===== src/rtl/ldpcvn_pkg.sv =====
// ----------------------------------------------------------------------------
// ldpcvn_pkg
// shared types and constants of the ldpc variable node update
// ----------------------------------------------------------------------------
package ldpcvn_pkg;

    // width of the posterior llr result
    localparam int NODE_BITS = 12;

    // controller to datapath commands
    typedef struct packed {
        logic store;     // edge written to the buffers and summed
        logic first;     // first edge of the group, hold its channel llr
        logic rd_en;     // read buffer entry at the read index
        logic load_out;  // load the output register
        logic out_last;  // result being loaded closes the run
        logic clear;     // group done, clear running sum
    } t_dp_cmd;

    // datapath to controller status
    typedef struct packed {
        logic out_free;  // output register can take a result this cycle
    } t_dp_status;

endpackage


===== src/rtl/ldpcvn_if.sv =====
// ----------------------------------------------------------------------------
// ldpcvn_in_if / ldpcvn_out_if
// valid/ready channels carrying edge requests and result requests
// ----------------------------------------------------------------------------
interface ldpcvn_in_if #(
    parameter int MSG_BITS = 10,
    parameter int TAG_BITS = 12
);
    logic                       valid;
    logic                       ready;
    logic signed [MSG_BITS-1:0] check_msg;
    logic signed [MSG_BITS-1:0] channel_llr;
    logic        [TAG_BITS-1:0] edge_tag;
    logic                       last_edge;

    modport source (output valid, check_msg, channel_llr, edge_tag, last_edge, input ready);
    modport sink   (input valid, check_msg, channel_llr, edge_tag, last_edge, output ready);
endinterface

interface ldpcvn_out_if #(
    parameter int MSG_BITS  = 10,
    parameter int TAG_BITS  = 12,
    parameter int NODE_BITS = 12
);
    logic                        valid;
    logic                        ready;
    logic signed [MSG_BITS-1:0]  var_msg;
    logic        [TAG_BITS-1:0]  out_tag;
    logic signed [NODE_BITS-1:0] node_llr;
    logic                        last_result;

    modport source (output valid, var_msg, out_tag, node_llr, last_result, input ready);
    modport sink   (input valid, var_msg, out_tag, node_llr, last_result, output ready);
endinterface


===== src/rtl/ldpc_variable_node_update_top.sv =====
// ----------------------------------------------------------------------------
// ldpc_variable_node_update_top
// sum-product variable node update: collects the edges of one variable node,
// then returns one extrinsic message per edge with the node posterior
// ----------------------------------------------------------------------------
//  channel  dir  payload                                        request
//  i_edge   in   check_msg, channel_llr, edge_tag, last_edge    one edge
//  o_res    out  var_msg, out_tag, node_llr, last_result        one edge result
//
//  edges are accepted while collecting; readout then walks the group one edge at
//  a time, a registered read of the edge buffer followed by the result stage
//  synchronous active-low reset clears the sequencer, count and sum; buffers
//  hold no reset value and only entries of the current group are read
//  i_edge is not ready during readout; o_res stalls hold the result register
//  and pause readout, the register lets the next buffer read overlap a stall
// ----------------------------------------------------------------------------
module ldpc_variable_node_update_top
    import ldpcvn_pkg::*;
#(
    parameter int MAX_DEGREE = 32,
    parameter int MSG_BITS   = 10,
    parameter int TAG_BITS   = 12
) (
    input  logic          i_clk,
    input  logic          i_rst_n,
    ldpcvn_in_if.sink     i_edge,
    ldpcvn_out_if.source  o_res
);

    localparam int IDX_W = $clog2(MAX_DEGREE);

    // command and status between sequencer and datapath
    t_dp_cmd    cmd;
    t_dp_status status;
    logic [IDX_W-1:0] wr_idx;
    logic [IDX_W-1:0] rd_idx;
    logic             in_ready;

    // sequencer: edge collection, then buffer readout one edge at a time
    ldpcvn_ctrl #(
        .MAX_DEGREE (MAX_DEGREE)
    ) u_ctrl (
        .i_clk       (i_clk),
        .i_rst_n     (i_rst_n),
        .i_in_valid  (i_edge.valid),
        .o_in_ready  (in_ready),
        .i_last_edge (i_edge.last_edge),
        .o_cmd       (cmd),
        .i_status    (status),
        .o_wr_idx    (wr_idx),
        .o_rd_idx    (rd_idx)
    );

    assign i_edge.ready = in_ready;

    // datapath: buffers, running sum, saturation and result register
    ldpcvn_datapath #(
        .MAX_DEGREE (MAX_DEGREE),
        .MSG_BITS   (MSG_BITS),
        .TAG_BITS   (TAG_BITS)
    ) u_datapath (
        .i_clk         (i_clk),
        .i_rst_n       (i_rst_n),
        .i_cmd         (cmd),
        .o_status      (status),
        .i_wr_idx      (wr_idx),
        .i_rd_idx      (rd_idx),
        .i_check_msg   (i_edge.check_msg),
        .i_channel_llr (i_edge.channel_llr),
        .i_edge_tag    (i_edge.edge_tag),
        .o_valid       (o_res.valid),
        .i_ready       (o_res.ready),
        .o_var_msg     (o_res.var_msg),
        .o_out_tag     (o_res.out_tag),
        .o_node_llr    (o_res.node_llr),
        .o_last_result (o_res.last_result)
    );

endmodule


===== src/rtl/ldpcvn_datapath.sv =====
// ----------------------------------------------------------------------------
// ldpcvn_datapath
// edge buffers, running sum, result arithmetic and output register
// ----------------------------------------------------------------------------
module ldpcvn_datapath
    import ldpcvn_pkg::*;
#(
    parameter int MAX_DEGREE = 32,
    parameter int MSG_BITS   = 10,
    parameter int TAG_BITS   = 12
) (
    input  logic                        i_clk,
    input  logic                        i_rst_n,
    input  t_dp_cmd                     i_cmd,
    output t_dp_status                  o_status,
    input  logic [$clog2(MAX_DEGREE)-1:0] i_wr_idx,
    input  logic [$clog2(MAX_DEGREE)-1:0] i_rd_idx,
    input  logic signed [MSG_BITS-1:0]  i_check_msg,
    input  logic signed [MSG_BITS-1:0]  i_channel_llr,
    input  logic        [TAG_BITS-1:0]  i_edge_tag,
    output logic                        o_valid,
    input  logic                        i_ready,
    output logic signed [MSG_BITS-1:0]  o_var_msg,
    output logic        [TAG_BITS-1:0]  o_out_tag,
    output logic signed [NODE_BITS-1:0] o_node_llr,
    output logic                        o_last_result
);

    localparam int SUM_RAW = MSG_BITS + $clog2(MAX_DEGREE) + 3;
    localparam int SUM_W   = (SUM_RAW > NODE_BITS + 1) ? SUM_RAW : NODE_BITS + 1;
    localparam int EXT_W   = SUM_W - MSG_BITS;

    localparam logic signed [SUM_W-1:0] MSG_HI  = SUM_W'((1 << (MSG_BITS - 1)) - 1);
    localparam logic signed [SUM_W-1:0] MSG_LO  = SUM_W'(-(1 << (MSG_BITS - 1)));
    localparam logic signed [SUM_W-1:0] NODE_HI = SUM_W'((1 << (NODE_BITS - 1)) - 1);
    localparam logic signed [SUM_W-1:0] NODE_LO = SUM_W'(-(1 << (NODE_BITS - 1)));

    // edge buffers
    logic [MSG_BITS-1:0] r_msg_mem [MAX_DEGREE];
    logic [TAG_BITS-1:0] r_tag_mem [MAX_DEGREE];
    logic [MSG_BITS-1:0] r_rd_msg;
    logic [TAG_BITS-1:0] r_rd_tag;

    logic signed [SUM_W-1:0]    r_sum;
    logic signed [SUM_W-1:0]    r_total;
    logic signed [MSG_BITS-1:0] r_held;

    logic                        r_out_valid;
    logic signed [MSG_BITS-1:0]  r_var_msg;
    logic        [TAG_BITS-1:0]  r_out_tag;
    logic signed [NODE_BITS-1:0] r_node_llr;
    logic                        r_last;

    logic signed [SUM_W-1:0] msg_ext;
    logic signed [SUM_W-1:0] held_ext;
    logic signed [SUM_W-1:0] rd_ext;
    logic signed [SUM_W-1:0] diff;
    logic signed [MSG_BITS-1:0]  n_var_msg;
    logic signed [NODE_BITS-1:0] n_node_llr;

    assign msg_ext  = {{EXT_W{i_check_msg[MSG_BITS-1]}}, i_check_msg};
    assign held_ext = {{EXT_W{r_held[MSG_BITS-1]}}, r_held};
    assign rd_ext   = {{EXT_W{r_rd_msg[MSG_BITS-1]}}, r_rd_msg};
    assign diff     = r_total - rd_ext;

    always_comb begin
        if (diff > MSG_HI) begin
            n_var_msg = MSG_HI[MSG_BITS-1:0];
        end else if (diff < MSG_LO) begin
            n_var_msg = MSG_LO[MSG_BITS-1:0];
        end else begin
            n_var_msg = diff[MSG_BITS-1:0];
        end
        if (r_total > NODE_HI) begin
            n_node_llr = NODE_HI[NODE_BITS-1:0];
        end else if (r_total < NODE_LO) begin
            n_node_llr = NODE_LO[NODE_BITS-1:0];
        end else begin
            n_node_llr = r_total[NODE_BITS-1:0];
        end
    end

    // buffers: one write port, one registered read port
    always_ff @(posedge i_clk) begin
        if (i_cmd.store) begin
            r_msg_mem[i_wr_idx] <= i_check_msg;
            r_tag_mem[i_wr_idx] <= i_edge_tag;
        end
        if (i_cmd.rd_en) begin
            r_rd_msg <= r_msg_mem[i_rd_idx];
            r_rd_tag <= r_tag_mem[i_rd_idx];
        end
    end

    always_ff @(posedge i_clk) begin
        if (!i_rst_n) begin
            r_sum  <= '0;
            r_held <= '0;
        end else begin
            if (i_cmd.clear) begin
                r_sum <= '0;
            end else if (i_cmd.store) begin
                r_sum <= r_sum + msg_ext;
            end
            if (i_cmd.first) begin
                r_held <= i_channel_llr;
            end
        end
    end

    // posterior, registered from the held channel llr and the running sum
    always_ff @(posedge i_clk) begin
        r_total <= held_ext + r_sum;
    end

    always_ff @(posedge i_clk) begin
        if (!i_rst_n) begin
            r_out_valid <= 1'b0;
        end else if (i_cmd.load_out) begin
            r_out_valid <= 1'b1;
        end else if (i_ready) begin
            r_out_valid <= 1'b0;
        end
    end

    always_ff @(posedge i_clk) begin
        if (i_cmd.load_out) begin
            r_var_msg  <= n_var_msg;
            r_out_tag  <= r_rd_tag;
            r_node_llr <= n_node_llr;
            r_last     <= i_cmd.out_last;
        end
    end

    assign o_status.out_free = !r_out_valid || i_ready;
    assign o_valid       = r_out_valid;
    assign o_var_msg     = r_var_msg;
    assign o_out_tag     = r_out_tag;
    assign o_node_llr    = r_node_llr;
    assign o_last_result = r_last;

endmodule


===== src/rtl/ldpcvn_ctrl.sv =====
// ----------------------------------------------------------------------------
// ldpcvn_ctrl
// sequencer for edge collection and result readout
// ----------------------------------------------------------------------------
module ldpcvn_ctrl
    import ldpcvn_pkg::*;
#(
    parameter int MAX_DEGREE = 32
) (
    input  logic                          i_clk,
    input  logic                          i_rst_n,
    input  logic                          i_in_valid,
    output logic                          o_in_ready,
    input  logic                          i_last_edge,
    output t_dp_cmd                       o_cmd,
    input  t_dp_status                    i_status,
    output logic [$clog2(MAX_DEGREE)-1:0] o_wr_idx,
    output logic [$clog2(MAX_DEGREE)-1:0] o_rd_idx
);

    localparam int IDX_W = $clog2(MAX_DEGREE);
    localparam int CNT_W = $clog2(MAX_DEGREE + 1);

    localparam logic [1:0] S_ACCEPT = 2'd0;
    localparam logic [1:0] S_READ   = 2'd1;
    localparam logic [1:0] S_EMIT   = 2'd2;

    logic [1:0]       r_state, n_state;
    logic [CNT_W-1:0] r_count, n_count;
    logic [IDX_W-1:0] r_rd_idx, n_rd_idx;

    logic accept;
    logic has_room;
    logic out_last;

    assign accept   = i_in_valid && (r_state == S_ACCEPT);
    assign has_room = r_count < CNT_W'(MAX_DEGREE);
    assign out_last = (CNT_W'(r_rd_idx) + 1'b1) == r_count;

    always_comb begin
        o_cmd.store    = accept && has_room;
        o_cmd.first    = accept && (r_count == '0);
        o_cmd.rd_en    = (r_state == S_READ);
        o_cmd.load_out = (r_state == S_EMIT) && i_status.out_free;
        o_cmd.out_last = out_last;
        o_cmd.clear    = (r_state == S_EMIT) && i_status.out_free && out_last;
    end

    always_comb begin
        n_state  = r_state;
        n_count  = r_count;
        n_rd_idx = r_rd_idx;
        case (r_state)
            S_ACCEPT: begin
                if (accept) begin
                    if (has_room) begin
                        n_count = r_count + 1'b1;
                    end
                    if (i_last_edge) begin
                        n_rd_idx = '0;
                        n_state  = S_READ;
                    end
                end
            end
            S_READ: begin
                n_state = S_EMIT;
            end
            S_EMIT: begin
                if (i_status.out_free) begin
                    if (out_last) begin
                        n_count = '0;
                        n_state = S_ACCEPT;
                    end else begin
                        n_rd_idx = r_rd_idx + 1'b1;
                        n_state  = S_READ;
                    end
                end
            end
            default: begin
                n_state = S_ACCEPT;
                n_count = '0;
            end
        endcase
    end

    always_ff @(posedge i_clk) begin
        if (!i_rst_n) begin
            r_state  <= S_ACCEPT;
            r_count  <= '0;
            r_rd_idx <= '0;
        end else begin
            r_state  <= n_state;
            r_count  <= n_count;
            r_rd_idx <= n_rd_idx;
        end
    end

    assign o_in_ready = (r_state == S_ACCEPT);
    assign o_wr_idx   = r_count[IDX_W-1:0];
    assign o_rd_idx   = r_rd_idx;

    a_count_bound: assert property (@(posedge i_clk) disable iff (!i_rst_n)
        r_count <= CNT_W'(MAX_DEGREE))
        else $error("edge count beyond buffer depth");

    a_read_in_range: assert property (@(posedge i_clk) disable iff (!i_rst_n)
        (r_state == S_READ) |-> (CNT_W'(r_rd_idx) < r_count))
        else $error("read index past buffered edges");

    a_run_closes: assert property (@(posedge i_clk) disable iff (!i_rst_n)
        o_cmd.clear |=> (r_count == '0 && r_state == S_ACCEPT))
        else $error("run did not return to edge collection");

    a_load_only_free: assert property (@(posedge i_clk) disable iff (!i_rst_n)
        o_cmd.load_out |-> (r_state == S_EMIT && i_status.out_free))
        else $error("result loaded outside the emit step");

endmodule


===== src/flat_wrapper.sv =====
// flat-port wrapper written by rule: the top's interface ports become plain ports
module ldpc_variable_node_update_top_flat import ldpcvn_pkg::*;
#(
    parameter int MAX_DEGREE = 32,
    parameter int MSG_BITS   = 10,
    parameter int TAG_BITS   = 12
)
  (i_clk, i_rst_n, i_edge_valid, i_edge_check_msg, i_edge_channel_llr, i_edge_edge_tag, i_edge_last_edge, i_edge_ready, o_res_valid, o_res_var_msg, o_res_out_tag, o_res_node_llr, o_res_last_result, o_res_ready);
  ldpcvn_in_if #(.MSG_BITS(MSG_BITS), .TAG_BITS(TAG_BITS)) i_edge_i ();
  ldpcvn_out_if #(.MSG_BITS(MSG_BITS), .TAG_BITS(TAG_BITS), .NODE_BITS(NODE_BITS)) o_res_i ();
  input  logic i_clk;
  input  logic i_rst_n;
  input wire logic [$bits(i_edge_i.valid)-1:0] i_edge_valid;
  input wire logic [$bits(i_edge_i.check_msg)-1:0] i_edge_check_msg;
  input wire logic [$bits(i_edge_i.channel_llr)-1:0] i_edge_channel_llr;
  input wire logic [$bits(i_edge_i.edge_tag)-1:0] i_edge_edge_tag;
  input wire logic [$bits(i_edge_i.last_edge)-1:0] i_edge_last_edge;
  output wire logic [$bits(i_edge_i.ready)-1:0] i_edge_ready;
  output wire logic [$bits(o_res_i.valid)-1:0] o_res_valid;
  output wire logic [$bits(o_res_i.var_msg)-1:0] o_res_var_msg;
  output wire logic [$bits(o_res_i.out_tag)-1:0] o_res_out_tag;
  output wire logic [$bits(o_res_i.node_llr)-1:0] o_res_node_llr;
  output wire logic [$bits(o_res_i.last_result)-1:0] o_res_last_result;
  input wire logic [$bits(o_res_i.ready)-1:0] o_res_ready;
  assign i_edge_i.valid = i_edge_valid;
  assign i_edge_i.check_msg = i_edge_check_msg;
  assign i_edge_i.channel_llr = i_edge_channel_llr;
  assign i_edge_i.edge_tag = i_edge_edge_tag;
  assign i_edge_i.last_edge = i_edge_last_edge;
  assign i_edge_ready = i_edge_i.ready;
  assign o_res_valid = o_res_i.valid;
  assign o_res_var_msg = o_res_i.var_msg;
  assign o_res_out_tag = o_res_i.out_tag;
  assign o_res_node_llr = o_res_i.node_llr;
  assign o_res_last_result = o_res_i.last_result;
  assign o_res_i.ready = o_res_ready;
  ldpc_variable_node_update_top #(.MAX_DEGREE(MAX_DEGREE), .MSG_BITS(MSG_BITS), .TAG_BITS(TAG_BITS)) u_core (.i_clk(i_clk), .i_rst_n(i_rst_n), .i_edge(i_edge_i), .o_res(o_res_i));
endmodule

===== config.mk =====
export PLATFORM = sky130hd
export DESIGN_NAME = ldpc_variable_node_update_top_flat
export DESIGN_NICKNAME = d
export VERILOG_FILES = /design/src/rtl/ldpcvn_pkg.sv /design/src/rtl/ldpcvn_if.sv /design/src/rtl/ldpc_variable_node_update_top.sv /design/src/rtl/ldpcvn_datapath.sv /design/src/rtl/ldpcvn_ctrl.sv /design/src/flat_wrapper.sv
export SDC_FILE = /design/constraint.sdc
export NUM_CORES = 1
export LEC_CHECK = 0
export BUFFER_PORTS_ARGS = -buffer_cell sky130_fd_sc_hd__buf_2
export CORE_ASPECT_RATIO = 0.75
export CORE_MARGIN = 1
export CORE_UTILIZATION = 62
export DETAILED_ROUTE_END_ITERATION = 16
export MAX_ROUTING_LAYER = met4
export PLACE_DENSITY = 0.79
export SLEW_MARGIN = 5
export SYNTH_ARGS = -nofsm -noshare
export SYNTH_HDL_FRONTEND = slang
export SYNTH_SLANG_ARGS = --single-unit

===== constraint.sdc =====
create_clock -name i_clk -period 3.5 [get_ports i_clk]
set_input_delay 0.175 -clock i_clk [delete_from_list [all_inputs] [get_ports i_clk]]
set_output_delay 0.175 -clock i_clk [all_outputs]
set_load 0.02 [all_outputs]

==> results.toml <==
[setup_path]
critPathArrivalTime_ns = 3.62
worstSetupPathType = "register to register"
path_cells = "inv_1 > ha_1 > a21oi_1 > o21ai_0 > nand2_1 > o21ai_1 > o41ai_2 > xor2_2 > o41ai_4 > a21o_1"
path_buf_inv = 1
required_ns = 3.98
cp_max_fo = 9
cp_slowest_cell = "o41ai_4"
crit_path_end_kind = "register"
startpoint_type = "register"
critPathTopFamily = "compound AO/OA/AOI/OAI gates"
max_stage_delay_ns = 0.65

[yosys]
synth-seq-cells = 821
ys_seq_area_share_pct = 70.93
synth_simple_gate_area_share_pct = 4.811
synth_compound_area_share_pct = 7.963
synthMuxAreaShare_pct = 11.26
synthArstFlopShare_pct = 0
synth-xor-area-share_pct = 1.077
yosysUniqueCellTypes = 76
synth-edff-count = 761
syn_nets = 2178
synthAdderAreaFrac_pct = 2.243
synth-main-ff-cell = "edfxtp_1"
synth_top_family_by_area = "multiplexers"
syn_inst = 2082
ys_warn_count = 0
netlist_area_sq_um = 33910
avgSynthCellArea_sq_um = 16.29

[place]
dpl.cell_count = 2858
place_area_sq_um = 35750
portBuffers = 73
gp_congestion = 0.8535
dp.final_hpwl_mm = 51.46
preCtsSetupSlack_ns = 0.3812

[die]
start_util_pct = 63.35
die_x_um = 272.0
num_io_pins = 74
die_h_um = 204.5
core_region_area_sq_um = 53520
num_rows = 73
die-area_sq_um = 55640

[route]
wl_per_cell_um = 28.35
drtIter0Drc = 2497
dr.pass1.iters = 5
drc_errors = 0
antenna_left = 0
num_vias = 20030
viasPerCell = 6.670
finalWirelength_mm = 85.14

[clock_network]
post_cts_resized = 0
max-clock-path-buffers = 3
postCtsSetupBuffers = 0
path_clk_slew_ns = 0.06
cts_made_buffers = 74
cts_tree = "built"
clock_sinks = 821
worst_skew_pair.late_latency_ns = 0.62
root_buffer = "clkbuf_16"
htree_levels = 3

[layout]
nets = 2332
final_layout_size_suffix_gt1_share_pct = 20.49
final_cells = 3003
area_growth_pct = 12.72
final_area_sq_um = 38220
final_common_cell = "edfxtp_1"
layout_common_cells = "761 x edfxtp_1, 155 x nand2_1, 133 x mux2i_1"

[grt]
grt_pass1_wl_mm = 125.5
antenna_found_initial = 3
grt_pass1_vias = 19550
grt_max_degree = 55
grt_usage_pct = 32.20
grt-ovfl-total = 0

[status]
status = "completed"

[sta]
skew_ns = 0.01992
relSlewSlack_pct = 35.32
setup_viol = 0
fin_ws_ns = 0.3528
fin_setup_tns_ns = 0
rsz0062_at_grt = "false"
period_share_pct = 89.92
min_period_ns = 3.147
max_freq_ghz = 0.3177
finalHoldViolations = 0
tightest_slew_ns = 0.9702
finalMaxSlewViolations = 0

[power]
powerDensity_nw_per_um2 = 547.2
finalPower_mw = 20.92
leakage_nw = 12.19
peakVddDrop_mv = 0.5349

[worst_hold_path]
hold_path_class = "primary input to register"

[flow_run]
drv_cap = 0
-- path summary, 6_finish.rpt --
kind,startpoint,endpoint,slack (ns),cells after the start
hold reg to reg,u_core.u_datapath.r_rd_tag[5],u_core.u_datapath.o_out_tag[5],0.42,0
setup / recovery,u_core.u_datapath.r_rd_msg[9],u_core.u_datapath.o_var_msg[2],0.35,10
setup reg to reg,u_core.u_datapath.r_rd_msg[9],u_core.u_datapath.o_var_msg[2],0.35,10
hold / removal,i_edge_check_msg[0],u_core.u_datapath.r_sum[0],0.03,4
-- cells in the mapped netlist, drive strengths merged, types with 18 or more instances --
library cell | count | area share (%)
edfxtp | 761 | 67
o21ai | 99 | 1.5
o22ai | 25 | 0.46
buf | 43 | 0.61
o21a | 18 | 0.40
o221ai | 67 | 1.7
inv | 43 | 0.48
nand2 | 156 | 1.7
nor2 | 84 | 0.94
ha | 56 | 2.1
mux2 | 45 | 1.5
xnor2 | 26 | 0.67
dfxtp | 60 | 3.5
a21oi | 124 | 1.9
mux4 | 88 | 5.8
clkbuf | 56 | 0.62
mux2i | 133 | 3.9
-- kinds of logic after synthesis --
group	Yosys count
AO/OA/AOI/OAI	405
buffers and inverters	142
multiplexers	266
flip-flops	821
AND/OR/NAND/NOR	349
XOR/XNOR	40
adder cells (fa/ha/maj)	59
-- registers in the layout (all words and copies together), names as in the netlist --
signal                           flops
u_core.u_datapath.r_tag_mem        384
u_core.u_datapath.r_msg_mem        320
u_core.u_datapath.r_sum             18
u_core.u_datapath.r_total           18
u_core.u_datapath.o_node_llr        12
u_core.u_datapath.o_out_tag         12
u_core.u_datapath.r_rd_tag          12
u_core.u_datapath.o_var_msg         10
u_core.u_datapath.r_held            10
u_core.u_datapath.r_rd_msg          10
u_core.u_ctrl.r_count                6
u_core.u_ctrl.o_rd_idx               5
u_core.u_ctrl.r_state                2
u_core.u_datapath.o_last_result      1
u_core.u_datapath.o_valid            1
-- final cells by class --
class	instances	area (sq um)
diodes	2	5.005
well taps	712	890.9
clock inverters	39	312.8
flip-flops and latches	821	24070
inverters	43	161.4
fillers	3253	15300
multi-input cells	1119	9374
repair buffers	177	1394
clock buffers	90	2018
-- power by group --
part | switching [mW] | leakage [nW] | total, mW | internal (mW)
clock | 3.45 | 1.14 | 7.91 | 4.46
combinational | 1.16 | 3.70 | 1.90 | 0.739
sequential | 0.156 | 7.35 | 11.1 | 10.9
-- metal layers --
metal  GRT usage (%)  part of all wire (%)  vias up
met5               -                     0        -
met2           46.75                    45     1268
li1                -                     -     8538
met4           8.527                   2.4        0
met1           46.74                    40    10070
met3           7.010                    12      153
-- worst register-to-register path, cell delays in order, from the launching register on --
cell      delay (ns)
edfxtp_1        0.40
inv_1           0.27
ha_1            0.33
a21oi_1         0.15
o21ai_0         0.13
nand2_1         0.24
o21ai_1         0.14
o41ai_2         0.32
xor2_2          0.19
o41ai_4         0.65
a21o_1          0.20
-- through the flow --
step / utilization (%) / hold WS, ns
detailed placement: 66.79 / 0.4045
global placement: 66.79 / 0.4060
floorplan: - / 0.2739
CTS: 71.40 / 0.008456
global route: 71.41 / 0.06863
finish: 71.41 / 0.03441
-- repair_timing --
| item | in CTS | in global routing |
|---|---|---|
| endpoints found under the hold margin | 33 | 0 |
| setup endpoints to repair | 0 | 0 |
| hold buffers | 14 | 0 |
Power figures use the tool's default switching activity.
